### src/sv/mlsd_pkg.sv
// Shared types, codes and reset values for the magic/length/suffix deframer.
`timescale 1ns / 1ps

package mlsd_pkg;

  localparam int CFG_W     = 32;
  localparam int CFG_IDX_W = 2;

  // Configuration register indexes
  localparam logic [CFG_IDX_W-1:0] CFG_MAGIC_WORD = 2'd0;
  localparam logic [CFG_IDX_W-1:0] CFG_TERMINATOR = 2'd1;
  localparam logic [CFG_IDX_W-1:0] CFG_MAX_LENGTH = 2'd2;

  // Reset values of the configuration registers
  localparam logic [31:0] MAGIC_WORD_RST = 32'hCAFE_BEBE;
  localparam logic [7:0]  TERMINATOR_RST = 8'h0A;
  localparam logic [31:0] MAX_LENGTH_RST = 32'd10485760;

  // Status codes
  localparam logic [1:0] ST_OK        = 2'd0;
  localparam logic [1:0] ST_BAD_MAGIC = 2'd1;
  localparam logic [1:0] ST_TOO_LARGE = 2'd2;
  localparam logic [1:0] ST_BAD_TERM  = 2'd3;

  typedef struct packed {
    logic       is_status;
    logic [7:0] data_byte;
    logic       last_byte;
    logic [1:0] status;
  } result_t;

  typedef struct packed {
    logic [31:0] magic_word;
    logic [7:0]  terminator;
    logic [31:0] max_length;
  } cfg_t;

endpackage

### src/sv/mlsd_parser.sv
// Frame parser: phase tracking, header checks and payload count.
`timescale 1ns / 1ps

module mlsd_parser
  import mlsd_pkg::*;
(
  input  logic       clk,
  input  logic       rst,
  input  logic       accept,
  input  logic [7:0] rx_byte,
  input  cfg_t       cfg,
  output logic       res_valid,
  output result_t    res,
  output logic       halted
);

  localparam logic [2:0] PH_MAGIC   = 3'd0;
  localparam logic [2:0] PH_LENGTH  = 3'd1;
  localparam logic [2:0] PH_PAYLOAD = 3'd2;
  localparam logic [2:0] PH_TERM    = 3'd3;
  localparam logic [2:0] PH_HALTED  = 3'd4;

  logic [2:0]  phase, phase_next;
  logic [1:0]  byte_index, byte_index_next;
  logic        magic_mismatch, magic_mismatch_next;
  logic [31:0] length_accum, length_accum_next;
  logic [31:0] bytes_remaining, bytes_remaining_next;

  logic [7:0]  want_byte;
  logic        mismatch_now;
  logic [31:0] accum_shift;
  logic        last_now;

  always_comb begin
    unique case (byte_index)
      2'd0:    want_byte = cfg.magic_word[31:24];
      2'd1:    want_byte = cfg.magic_word[23:16];
      2'd2:    want_byte = cfg.magic_word[15:8];
      default: want_byte = cfg.magic_word[7:0];
    endcase
  end

  assign mismatch_now = magic_mismatch | (rx_byte != want_byte);
  assign accum_shift  = {length_accum[23:0], rx_byte};
  assign last_now     = (bytes_remaining <= 32'd1);
  assign halted       = (phase == PH_HALTED);

  always_comb begin
    phase_next           = phase;
    byte_index_next      = byte_index;
    magic_mismatch_next  = magic_mismatch;
    length_accum_next    = length_accum;
    bytes_remaining_next = bytes_remaining;
    res_valid            = 1'b0;
    res                  = '0;
    if (accept) begin
      unique case (phase)
        PH_MAGIC: begin
          magic_mismatch_next = mismatch_now;
          if (byte_index == 2'd3) begin
            byte_index_next = 2'd0;
            if (mismatch_now) begin
              phase_next    = PH_HALTED;
              res_valid     = 1'b1;
              res.is_status = 1'b1;
              res.status    = ST_BAD_MAGIC;
            end else begin
              length_accum_next = '0;
              phase_next        = PH_LENGTH;
            end
          end else begin
            byte_index_next = byte_index + 2'd1;
          end
        end
        PH_LENGTH: begin
          length_accum_next = accum_shift;
          if (byte_index == 2'd3) begin
            byte_index_next = 2'd0;
            if (accum_shift > cfg.max_length) begin
              phase_next    = PH_HALTED;
              res_valid     = 1'b1;
              res.is_status = 1'b1;
              res.status    = ST_TOO_LARGE;
            end else begin
              bytes_remaining_next = accum_shift;
              phase_next = (accum_shift == 32'd0) ? PH_TERM : PH_PAYLOAD;
            end
          end else begin
            byte_index_next = byte_index + 2'd1;
          end
        end
        PH_PAYLOAD: begin
          if (bytes_remaining != 32'd0) begin
            bytes_remaining_next = bytes_remaining - 32'd1;
          end
          if (last_now) begin
            phase_next = PH_TERM;
          end
          res_valid     = 1'b1;
          res.data_byte = rx_byte;
          res.last_byte = last_now;
          res.status    = ST_OK;
        end
        PH_TERM: begin
          res_valid     = 1'b1;
          res.is_status = 1'b1;
          if (rx_byte != cfg.terminator) begin
            phase_next = PH_HALTED;
            res.status = ST_BAD_TERM;
          end else begin
            phase_next          = PH_MAGIC;
            byte_index_next     = 2'd0;
            magic_mismatch_next = 1'b0;
            length_accum_next   = '0;
            res.status          = ST_OK;
          end
        end
        default: begin
          // halted: drop every word until reset
        end
      endcase
    end
  end

  always_ff @(posedge clk) begin
    if (rst) begin
      phase           <= PH_MAGIC;
      byte_index      <= '0;
      magic_mismatch  <= 1'b0;
      length_accum    <= '0;
      bytes_remaining <= '0;
    end else begin
      phase           <= phase_next;
      byte_index      <= byte_index_next;
      magic_mismatch  <= magic_mismatch_next;
      length_accum    <= length_accum_next;
      bytes_remaining <= bytes_remaining_next;
    end
  end

endmodule

### src/sv/mlsd_out_buf.sv
// Two-entry output stage: result register plus skid register.
`timescale 1ns / 1ps

module mlsd_out_buf
  import mlsd_pkg::*;
(
  input  logic    clk,
  input  logic    rst,
  input  logic    push,
  input  result_t push_res,
  output logic    full,
  output logic    out_valid,
  input  logic    out_stall,
  output result_t out_res
);

  logic    skid_valid;
  result_t skid_res;
  logic    main_busy;

  assign full      = skid_valid;
  assign main_busy = out_valid & out_stall;

  always_ff @(posedge clk) begin
    if (rst) begin
      out_valid  <= 1'b0;
      skid_valid <= 1'b0;
    end else if (main_busy) begin
      // hold the result word; park a new one in the skid register
      if (push) begin
        skid_valid <= 1'b1;
      end
    end else if (skid_valid) begin
      out_valid  <= 1'b1;
      skid_valid <= push;
    end else begin
      out_valid <= push;
    end
  end

  always_ff @(posedge clk) begin
    if (main_busy) begin
      if (push) begin
        skid_res <= push_res;
      end
    end else if (skid_valid) begin
      out_res <= skid_res;
      if (push) begin
        skid_res <= push_res;
      end
    end else if (push) begin
      out_res <= push_res;
    end
  end

endmodule

### src/sv/magic_length_suffix_deframer.sv
// Top level of the magic/length/suffix deframer.
`timescale 1ns / 1ps

// Takes one received byte per cycle while in_stall is low and splits the
// stream into frames of a 4-byte magic word, a 32-bit big-endian length,
// the payload and one terminator byte. Payload bytes go out as they arrive,
// the last one marked; each frame ends with a status word (ok, bad magic,
// too large, bad terminator). Any error halts the block, which then swallows
// all input until reset. One byte is taken every cycle unless in_stall is
// high; the parser result is combinational, so a result word is on the
// output in the cycle after its byte is accepted when the result register
// is free. Results pass through a two-entry output stage, so input stalls
// only once both the result register and the skid register hold words.
// Payload bytes leave before the terminator is checked, so drop a frame
// that ends in bad terminator. Configuration writes take effect at once
// and are meant for idle periods.

module magic_length_suffix_deframer
  import mlsd_pkg::*;
(
  input  logic                 clk,
  input  logic                 rst,
  input  logic                 wr_en,
  input  logic [CFG_IDX_W-1:0] wr_index,
  input  logic [CFG_W-1:0]     wr_data,
  input  logic                 in_valid,
  output logic                 in_stall,
  input  logic [7:0]           rx_byte,
  output logic                 out_valid,
  input  logic                 out_stall,
  output logic                 is_status,
  output logic [7:0]           data_byte,
  output logic                 last_byte,
  output logic [1:0]           status
);

  cfg_t    cfg;
  logic    in_accept;
  logic    res_valid;
  result_t res;
  result_t out_res;
  logic    halted;
  logic    buf_full;

  always_ff @(posedge clk) begin
    if (rst) begin
      cfg.magic_word <= MAGIC_WORD_RST;
      cfg.terminator <= TERMINATOR_RST;
      cfg.max_length <= MAX_LENGTH_RST;
    end else if (wr_en) begin
      unique case (wr_index)
        CFG_MAGIC_WORD: cfg.magic_word <= wr_data;
        CFG_TERMINATOR: cfg.terminator <= wr_data[7:0];
        CFG_MAX_LENGTH: cfg.max_length <= wr_data;
        default: begin
          // unknown index: drop the write
        end
      endcase
    end
  end

  assign in_stall  = buf_full;
  assign in_accept = in_valid & ~in_stall;

  mlsd_parser u_parser (
    .clk       (clk),
    .rst       (rst),
    .accept    (in_accept),
    .rx_byte   (rx_byte),
    .cfg       (cfg),
    .res_valid (res_valid),
    .res       (res),
    .halted    (halted)
  );

  mlsd_out_buf u_out_buf (
    .clk       (clk),
    .rst       (rst),
    .push      (res_valid),
    .push_res  (res),
    .full      (buf_full),
    .out_valid (out_valid),
    .out_stall (out_stall),
    .out_res   (out_res)
  );

  assign is_status = out_res.is_status;
  assign data_byte = out_res.data_byte;
  assign last_byte = out_res.last_byte;
  assign status    = out_res.status;

  // skid register fills only behind a held result word
  a_skid_behind_main: assert property (@(posedge clk) disable iff (rst)
    in_stall |-> out_valid)
    else $error("skid register full while result register empty");

  // a halted parser emits nothing
  a_halted_silent: assert property (@(posedge clk) disable iff (rst)
    (halted && in_accept) |-> !res_valid)
    else $error("result produced while halted");

  // every error status halts the parser
  a_error_halts: assert property (@(posedge clk) disable iff (rst)
    (res_valid && res.is_status && res.status != ST_OK) |=> halted)
    else $error("error status without halt");

endmodule

### config.mk
export PLATFORM = sky130hd
export DESIGN_NAME = magic_length_suffix_deframer
export DESIGN_NICKNAME = d
export VERILOG_FILES = /design/src/sv/mlsd_pkg.sv /design/src/sv/mlsd_parser.sv /design/src/sv/mlsd_out_buf.sv /design/src/sv/magic_length_suffix_deframer.sv
export SDC_FILE = /design/constraint.sdc
export NUM_CORES = 1
export LEC_CHECK = 0
export BUFFER_PORTS_ARGS = -buffer_cell sky130_fd_sc_hd__buf_2
export CORE_MARGIN = 2
export CORE_UTILIZATION = 45
export CTS_BUF_LIST = sky130_fd_sc_hd__clkbuf_2 sky130_fd_sc_hd__clkbuf_4 sky130_fd_sc_hd__clkbuf_8
export DETAILED_ROUTE_END_ITERATION = 10
export REMOVE_ABC_BUFFERS = 1
export SLEW_MARGIN = 20
export SYNTH_ARGS = -nofsm -noshare
export SYNTH_HDL_FRONTEND = slang
export SYNTH_SLANG_ARGS = --single-unit
### constraint.sdc
create_clock -name clk -period 3.9 [get_ports clk]
set_clock_uncertainty 0.05 [all_clocks]
set_input_delay 0.195 -clock clk [delete_from_list [all_inputs] [get_ports clk]]
set_output_delay 0.195 -clock clk [all_outputs]
set_load 0.005 [all_outputs]
# Word-level counts from Yosys, hierarchy flattened
# Index checks and enable logic that the tools add are counted.
[totals]
elab_cells = 114
output_inout_bits = 14
regBits = 160
inputBits = 47
[op_classes]
reduce_logical = 23
n_eq_ne = 18
n_mux = 46
n_addsub = 2
n_bitwise = 5
magnitude_cmp = 2
[op_table]
columns = ["cell", "count"]
rows = [
  ["$mux 32", 3],
  ["$mux 12", 6],
  ["$mux 24", 3],
  ["$pmux 24 s3", 1],
  ["$pmux 32 s2", 1],
  ["$gt 32x32->1", 1],
  ["$le 32x1->1 const B", 1],
  ["$logic_not 32->1", 1],
  ["$reduce_bool 32->1", 1],
  ["$sub 32x1->32 const B", 1],
  ["$pmux 8 s3", 1],
  ["$mux 3", 6],
  ["$ne 8x8->1", 2],
  ["$reduce_and 5->1", 3],
  ["$mux 1", 12],
  ["$mux 2", 6],
  ["$pmux 3 s4", 1],
  ["$ne 2x1->1 const B", 5],
  ["$reduce_bool 2->1", 5],
  ["$mux 9", 1],
  ["$reduce_and 2->1", 4],
  ["$eq 2x2->1 const B", 3],
  ["$eq 3x2->1 const B", 2],
  ["$ne 2x2->1 const B", 3],
  ["other kinds (16)", 23],
]

# Longest topological paths before layout
# Gate-level depths: netlist of the first run.
[depth]
depth_word = 11
mapped_depth = 11
mapped_depth_nobuf = 9

# Modules after synthesis
# From an unflattened synthesis of the first run, not the netlist that was laid out.
[hier_totals]
cells_unflattened = 1012
hier_area_um2 = 9003.6
[modules_own_cells]
columns = ["mod", "cells_per_inst", "instances", "seq_area_each_um2", "area_each_um2"]
rows = [
  ["mlsd_parser", 663, 1, 1241.2, 4973.5],
  ["magic_length_suffix_deframer", 299, 1, 1441.4, 3021.6],
  ["mlsd_out_buf", 50, 1, 760.7, 1008.5],
]

# Least setup slack after synthesis of the first run
# OpenSTA, ideal clock, no wires.
[synth_path]
path_type = "flip-flop to flip-flop"
from = "register u_parser.phase[0]"
to = "register u_out_buf.out_res[0] (netlist name)"
stages_incl_launch_ff = 9
setup_slack_ns = 0.559
setup_ns = 0.399
arrival_time_ns = 2.892
synth_period_minus_slack_ns = 3.341
path_cell_list = "dfxtp_1 > clkbuf_1 > nor3b_1 > nand2_1 > a31o_2 > a21oi_1 > o21a_1 > o31ai_1 > a21boi_0"
[synth_between]
elab_chain_len = 6
elab_cells_between_ends = 9
classes_between = "eq/ne (3); mux (2); reduce/logical (4)"
[synth_lines]
columns = ["item", "line", "text"]
rows = [
  ["start, declared", "mlsd_parser.sv:23", "logic [2:0] phase, phase_next;"],
  ["start signal, assigned", "mlsd_parser.sv:133", "phase <= phase_next;"],
  ["$eq 3x2->1", "mlsd_parser.sv:57", "unique case (phase)"],
  ["$reduce_or 2->1 (no line)", "-", ""],
  ["$pmux 1 s3 (*)", "mlsd_parser.sv:57", ""],
  ["$mux 1 (*)", "mlsd_parser.sv:56", "if (accept) begin"],
  ["$reduce_bool 2->1 (no line) (*)", "-", ""],
  ["$reduce_and 2->1 (no line) (*)", "-", ""],
]
# Every way passes the cells marked *; elsewhere a longest branch is shown, timed or not.
# A chain may end at the register's enable or synchronous reset.

==> run metrics, run 1 <==
first-pass GRT wire length 38200 um; DR DRC count 0; post-detail-place hpwl about 16000 um; WL final 23900 um; DRT Pass-1 Iters 5; Crit. End Element flip-flop; Placed Cells incl. Taps 1226; footprint of the multi-input gates 0.00435 mm2; unrepaired setup endpoints after global routing no; total CTS buffers 17; post-synth cell types 66; part of the Yosys area used for sequential elements 41.5%; GPL Wtd Cong 0.874; register area 0.00344 mm2; final hold violation count 0; Worst setup startpoint u_parser.length_accum[7]; Power Density between 300 and 400 mW/mm2; gr ovfl total 0; clk_lat worst skew 0.46 ns; CTS tree built; post-layout util 52.5%; critical path startpoint category flip-flop; max frequency 289 MHz; commonest non-fill, non-tap cells in the layout nand2_1, dfxtp_1, a21oi_1, buf_2, inv_1; # rows 49; clock sink total 160; Final Non-Filler Cells 1291; placed inst area 0.00874 mm2; total power draw 3230 uW; Required @ worst endpoint 3.93 ns; Pint 2400 uW; Relative slew margins 28.6%; # fillers 1772; DRT iter0 DRCs 622; ANT cells 0; Sw Share 25.7%; area delta synth->final 14.1%; Vias 7485; Worst EP arrival 3.49 ns; Max clock buf depth 2; most common cell after layout, fill and taps aside nand2_1; NetSw 830 uW; DIE AREA 0.0195 mm2; synth warn 0; Setup-failing EPs final 0; Synth Instances 991; Design Area, Final around 0.0095 mm2; Reg2Reg Launch Point u_parser.length_accum[7]; initial core utilization 46.0%; final net count ~1.1k; die height 140 um; critical hold path startpoint rst; status finished clean; Hold WC Path Type input pin to flip-flop; Final ANT Viol Nets 0; worst-margin pin slew 1.07 ns; TNS Setup 0 ns; leakage power roughly 0.0037 uW; share of power burned in registers 53.2%; GR Util All Layers between 20% and 30%; clock power share 37.5%; number of global-route vias before repair 6997; Mean Syn Cell Area 8.36 um2; fin crit share 88.6%; Crit Path Category flip-flop to flip-flop; worst-path maximum fanout 12; Final min period 3.45 ns; post-synthesis cell area ~0.0083 mm2; Main synth FF type dfxtp_1; CTS clock-pin slew for the worst setup and hold paths 0.09 ns; Comb power frac 9.3%; max-cap viol count 0; Post-synth ARST share 0%; initial antenna violation count 0; WL/cell approximately 19 um; Core Box Area 0.0180 mm2; share of post-route cells with drive strength above 1 12.9%; Vias/cell 5.80; Slew Viols, Final 0; Die X 140 um; register bit total from synthesis 160; largest net degree at the start of global routing 82; worst IR drop on VDD 299 uV; Post-synth EDFFs 24; CTS-repair resized insts 0; Root Buffer clkbuf_8; Port Buffer Count 60; io pins 61; H-tree depth 4
[worst max-delay path, cell delays in order (launching register included)]
cell,delay (ns)
dfxtp_1,0.40
ha_1,0.33
nand4_1,0.16
nor4_1,0.56
o21ai_0,0.28
nand3_1,0.15
o21a_1,0.20
o31ai_1,0.15
nor2_1,0.81
[state kept, by name (all words and copies together) (netlist names)]
name and cells:
cfg 72, u_out_buf.full 1, u_out_buf.out_res 12, u_out_buf.out_valid 1, u_out_buf.skid_res 12, u_parser.byte_index 2, u_parser.bytes_remaining 32, u_parser.length_accum 24
u_parser.magic_mismatch 1, u_parser.phase 3
[timing repair]
action	in CTS	in global routing
hold buffers	33	0
setup buffers	0	0
endpoints found under the hold margin	73	0
[logic make-up (layout without fill, tap and decap cells)]
kind of cell	after synthesis	in the layout	synth area share, %
simple gates	364	364	20.1
compound gates	265	265	22.5
flops	160	160	41.5
buf+inv	130	201	6.31
fa+ha+maj	38	38	5.74
xor+xnor	20	20	2.11
mux	14	14	1.69
[worst paths after layout]
path | end | slack, ns | cells after the start
max reg2reg | u_out_buf.skid_res[2] | 0.45 | 8
max | u_out_buf.skid_res[2] | 0.45 | 8
min reg2reg | cfg[25] | 0.41 | 2
min | u_out_buf.full | 0.07 | 2
[power by group through the flow]
| stage | combinational [uW] | clock (uW) | sequential (uW) |
|---|---|---|---|
| floorplan | 157 | 0 | 1750 |
| global route | 336 | 1300 | 1720 |
| CTS | 301 | 1230 | 1720 |
| global placement | 273 | 0 | 1760 |
| finish | 302 | 1210 | 1720 |
| detailed placement | 275 | 0 | 1760 |
[per-layer routing]
metal	vias to the layer above	global-route usage, %	part of all wire (%)
li1	3695	-	-
met2	255	38.2	45
met5	-	0	0
met1	3497	34.8	47
met3	38	4.47	5.5
met4	0	8.11	2.1
[cell usage after synthesis, types with 3 or more instances]
library cell,number,area share [%]
a211o_1,4,0.42
a211oi_1,8,0.72
a21o_1,11,1.0
a21oi_1,89,5.4
a221o_1,3,0.36
a221oi_1,9,0.95
a221oi_2,7,1.3
a222oi_1,8,0.97
a22o_1,25,2.6
a22oi_1,3,0.27
a31oi_1,7,0.53
and3_1,9,0.68
buf_4,3,0.27
buf_6,3,0.41
clkbuf_1,63,2.9
dfxtp_1,136,33
edfxtp_1,24,8.7
ha_1,38,5.7
inv_1,59,2.7
mux2i_1,14,1.7
nand2_1,185,8.4
nand3_1,34,2.1
nand3b_1,4,0.36
nand4_1,17,1.3
nor2_1,52,2.4
nor3_1,16,0.97
nor3b_1,3,0.27
nor4_1,20,1.5
o211ai_1,11,1.0
o21a_1,4,0.36
o21ai_0,31,1.9
o221ai_1,5,0.53
o32ai_1,16,1.7
or3_1,6,0.45
or4_1,4,0.36
or4_4,3,0.41
xnor2_1,5,0.53
xor2_1,15,1.6
[layout make-up]
type | count | share of cell area (%)
inverters | 60 | 2.38
well taps | 229 | 3.03
multi-input cells | 701 | 46.0
repair buffers | 109 | 8.07
clock buffers | 23 | 3.21
flip-flops and latches | 160 | 36.4
clock inverters | 9 | 0.886
[through the flow]
stage / hold WS [ns] / setup WS (ns)
2_1_floorplan: 0.211 / -0.355
3_3_place_gp: 0.377 / 0.486
3_5_place_dp: 0.381 / 0.430
4_1_cts: 0.0557 / 0.412
5_1_grt: 0.0706 / 0.239
6_report: 0.0699 / 0.445
Power figures use the tool's default switching activity.
==> run 2, diff against run 1 <==
CORE_UTILIZATION = 60   (was 45)
PLACE_DENSITY = 0.79   (was not set)
==> run 2 against run 1 <==
Utilization up 18 points. Final area fell by 0.74%. Sequential share of layout area rose by 0.27 points. Critical path type unchanged. Largest power group unchanged.
==> run metrics, run 2 (same netlist as run 1, synthesis figures left out) <==
Worst EP arrival ~3.4 ns; critical hold path startpoint rx_byte[0]; Hold WC Path Type input pin to flip-flop; WL final between 20000 and 25000 um; total power draw approximately 3200 uW; Final Non-Filler Cells roughly 1.2k; largest net degree at the start of global routing 53; Final ANT Viol Nets 0; Reg2Reg Launch Point u_parser.byte_index[0]; critical path startpoint category flip-flop; Most flops, register cfg; NetSw 850 uW; hold_buf cts 34; final worst slack a little over 0.5 ns; commonest non-fill, non-tap cells in the layout nand2_1, dfxtp_1, a21oi_1, buf_2, inv_1; number of cells on the worst reg-to-reg path 9; max frequency 294 MHz; Die X 122 um; crit-path most repeated cell nor2_1; hold endpoint u_parser.length_accum[0]; total CTS buffers 17; GR Util All Layers 32.1%; hold depth 2; largest stage delay on the critical path 0.80 ns; Core Box Area around 0.013 mm2; ANT cells 0; GPL Wtd Cong 0.891; worst IR drop on VDD 358 uV; Power Density 341 mW/mm2; cell at the slowest stage of the critical path nor2_1; crit path cell chain inv_1, ha_1, a222oi_1, mux2i_1, xor2_1, nor2_1, a41oi_1, o31ai_1, nor2_1; Root Buffer clkbuf_8; H-tree depth 4; Final min period 3.40 ns; Crit. End Element flip-flop; # rows 42; area delta synth->final 13.3%; max FFs per register 72; Setup-failing EPs final 0; WL/cell 18.6 um; DIE AREA 0.0148 mm2; initial antenna violation count 0; final hold violation count 0; Pint 2350 uW; Max clock buf depth 2; DRT iter0 DRCs 943; die height 122 um; footprint of the multi-input gates 0.00435 mm2; fin crit share 87.1%; CP top delay family compound AO/OA/AOI/OAI gates; Comb power frac about a tenth; post-detail-place hpwl 15300 um; Worst Path Buf+Inv 1; registers with the most flip-flops cfg x72, u_parser.bytes_remaining x32, u_parser.length_accum x24; FF-to-FF setup slack 0.50 ns; final net count 1138; Crit Path Category flip-flop to flip-flop; Sw Share 26.6%; pre-CTS setup slack 0.495 ns; gr ovfl total 0; Required @ worst endpoint 3.94 ns; CTS clock-pin slew for the worst setup and hold paths 0.09 ns; register area 0.00344 mm2; worst hold slack 0.0942 ns; CTS-repair resized insts 0; Vias 7788; Port Buffer Count 60; Post CTS Setup Buffer Count 0; DR DRC count 0; max-cap viol count 0; number of global-route vias before repair ~7.2k; share of post-route cells with drive strength above 1 13.1%; worst-margin pin slew around 1 ns; Relative slew margins 32.0%; worst-path maximum fanout 12; # fillers 1073; clk_lat worst skew around 0.47 ns; share of power burned in registers 53.8%; DRT Pass-1 Iters 5; first-pass GRT wire length 37000 um; worst flop-to-flop path endpoint u_out_buf.skid_res[8]; clock sink total 160; CTS tree built; status finished clean; Worst setup startpoint u_parser.byte_index[0]; leakage power roughly 0.0037 uW; clock power share 36.7%; most common cell after layout, fill and taps aside nand2_1; Slew Viols, Final 0; Vias/cell around 6.3; TNS Setup 0 ns; Placed Cells incl. Taps 1176; unrepaired setup endpoints after global routing no; initial core utilization 62.1%; io pins 61
## run 2: changes by cell type in the layout (fill, tap and decap cells not counted), moves of 2 or more
cell and change:
clkinv_2 +2, buf_4 +4, clkbuf_8 -3, inv_6 +3
## run 2: how the worst max path moves through the flow
stage	to	slack, ns	cells after the start
after floorplan	u_out_buf.out_res[0]	-0.36	7
after global placement	u_out_buf.out_res[4]	0.56	9
after detailed placement	u_out_buf.out_res[4]	0.49	9
after CTS	u_out_buf.out_res[1]	0.46	9
after global routing	u_out_buf.skid_res[8]	0.33	9
final	u_out_buf.skid_res[8]	0.50	9
## run 2: metal layers
| metal | GRT usage [%] | vias to the layer above | part of all wire (%) | routed length [um] |
|---|---|---|---|---|
| met4 | 12.8 | 0 | 2.9 | 665 |
| met3 | 5.99 | 59 | 8.3 | 1920 |
| met1 | 45.0 | 3621 | 43 | 10000 |
| li1 | - | 3709 | - | - |
| met2 | 49.4 | 399 | 45 | 10500 |
| met5 | 0 | - | 0 | 0 |
## run 2: layout make-up
class                      count  share of cell area, %
clock inverter                13                   1.17
multi-input combinational    701                   46.3
tap                          176                   2.35
timing repair buffer         113                   8.34
clock buffer                  19                   2.72
inverter                      60                   2.40
sequential                   160                   36.7
## run 2: power by group through the flow
stage               Sequential (uW)  Clock [uW]  Combinational [uW]
floorplan                      1750           0                 157
global placement               1760           0                 267
detailed placement             1760           0                 272
CTS                            1720        1180                 299
global route                   1720        1250                 334
finish                         1720        1180                 304
## run 2: stage by stage
step,utilization [%],cell area [um2]
6_report,70.3,9390
4_1_cts,70.3,9380
3_3_place_gp,65.0,8680
2_1_floorplan,-,7990
3_5_place_dp,65.0,8680
5_1_grt,70.3,9390
==> run 3, diff against run 2 <==
CORE_MARGIN = 3   (was 2)
==> run 3 against run 2 <==
Sequential share of layout area about the same. Clock-buffer cell count up 4. Wire length up 1.2%. Clock power up 3%. Non-clock buffer count down 4. Register-to-register slack worse by 0.24 ns. Die area up 3.3%. Cell count down 0.32%. Worst setup slack worse by 0.24 ns. Worst hold slack worse by 0.051 ns. Largest cell class unchanged.
==> run metrics, run 3 (same netlist as run 1, synthesis figures left out) <==
unrepaired setup endpoints after global routing no; io pins 61; footprint of the multi-input gates approximately 0.0044 mm2; DR DRC count 0; Die X 124 um; critical path startpoint category flip-flop; NetSw about 800 uW; TNS Setup 0 ns; Power Density 345 mW/mm2; Sw Share 25.5%; Slew Viols, Final 0; Post CTS Setup Buffer Count 0; post-layout util 70.0%; Final ANT Viol Nets 0; total CTS buffers 17; ANT cells 0; Required @ worst endpoint 3.94 ns; worst IR drop on VDD 326 uV; largest net degree at the start of global routing 53; share of power burned in registers 53.2%; final hold violation count 0; Final min period between 3 and 4 ns; Relative slew margins between 20% and 30%; initial antenna violation count 0; fin crit share 93.3%; # fillers approximately 1.1k; H-tree depth 4; commonest non-fill, non-tap cells in the layout nand2_1, dfxtp_1, a21oi_1, buf_2, inv_1; max-cap viol count 0; Pint 2410 uW; die height 124 um; Comb power frac 9.3%; placed inst area 0.00866 mm2; Crit. End Element flip-flop; CTS clock-pin slew for the worst setup and hold paths 0.08 ns; Setup-failing EPs final 0; DIE AREA 0.0153 mm2; Worst EP arrival around 3.7 ns; DRT iter0 DRCs 880; area delta synth->final 13.2%; number of global-route vias before repair 7097; DRT Pass-1 Iters 6; clock power share 37.5%; final net count 1134; hold_buf cts 33; initial core utilization about three fifths; worst-margin pin slew 1.08 ns; max FFs per register 72; register area approximately 0.0034 mm2; WL final 23300 um; WL/cell 18.9 um; Max clock buf depth 2; CTS tree built; Crit Path Category flip-flop to flip-flop; # rows 42; most common cell after layout, fill and taps aside nand2_1; Vias 7704; worst-path maximum fanout 12; share of post-route cells with drive strength above 1 12.9%; post-detail-place hpwl 15400 um; Hold WC Path Type input pin to flip-flop; leakage power ~0.0037 uW; Core Box Area between 0.01 and 0.015 mm2; Design Area, Final 0.00938 mm2; Port Buffer Count 60; registers with the most flip-flops cfg x72, u_parser.bytes_remaining x32, u_parser.length_accum x24; clock sink total 160; Root Buffer clkbuf_8; CTS-repair resized insts 0; gr ovfl total 0; Vias/cell 6.22; status finished clean; first-pass GRT wire length 37100 um; GR Util All Layers 31.2%; max frequency 275 MHz; Most flops, register cfg; clk_lat worst skew 0.47 ns; GPL Wtd Cong 0.916
-- run 3: changes by cell type in the layout (fill, tap and decap cells not counted) --
| cell | change |
|---|---|
| a21boi_1 | +1 |
| clkinv_4 | +1 |
| clkbuf_8 | +4 |
| a21boi_2 | -1 |
| dlygate4sd3_1 | -1 |
| clkinvlp_4 | -1 |
| inv_6 | -3 |
| nand3_2 | +1 |
| nand3_1 | -1 |
| buf_4 | -3 |
| clkinv_2 | -1 |
-- run 3: stage by stage --
stage	total power [uW]	setup slack, ns	instances	hold WS [ns]
2_1_floorplan	1910	-0.355	921	0.211
3_3_place_gp	2020	0.255	1173	0.370
3_5_place_dp	2030	0.236	1173	0.373
4_1_cts	3240	0.211	1238	0.0201
5_1_grt	3340	0.0635	1238	0.0486
6_report	3240	0.261	1238	0.0433
-- run 3: routing by layer --
metal	global-route usage (%)	routed length (um)
met3	5.49	1620
met5	0	0
met2	49.8	10900
met1	43.2	10500
met4	10.0	374
-- run 3: path summary, 6_finish.rpt --
check | cells after the start | end | slack, ns | startpoint
max | 8 | u_out_buf.skid_res[0] | 0.26 | u_parser.length_accum[7]
min | 2 | cfg[0] | 0.04 | rst
max reg2reg | 8 | u_out_buf.skid_res[0] | 0.26 | u_parser.length_accum[7]
min reg2reg | 2 | cfg[24] | 0.41 | cfg[24]
-- run 3: cell type report --
class                      count  area share, %
clock buffer                  23           3.31
clock inverter                 9          0.854
inverter                      60           2.40
multi-input combinational    701           46.4
sequential                   160           36.7
tap                          176           2.35
timing repair buffer         109           8.00
-- run 3: worst max-delay path, cell delays in order (launching register included) --
cell and delay (ns):
dfxtp_1 0.40, ha_1 0.33, nand4_1 0.18, nor4_1 0.66, o21ai_0 0.34, nand3_1 0.17, o21a_1 0.20, o31ai_1 0.15
nor2_1 0.78
-- run 3: power by group through the flow --
stage | registers, uW | logic (uW) | clock network [uW]
floorplan | 1750 | 157 | 0
global placement | 1760 | 263 | 0
detailed placement | 1760 | 269 | 0
CTS | 1720 | 295 | 1220
global route | 1720 | 329 | 1290
finish | 1720 | 301 | 1220
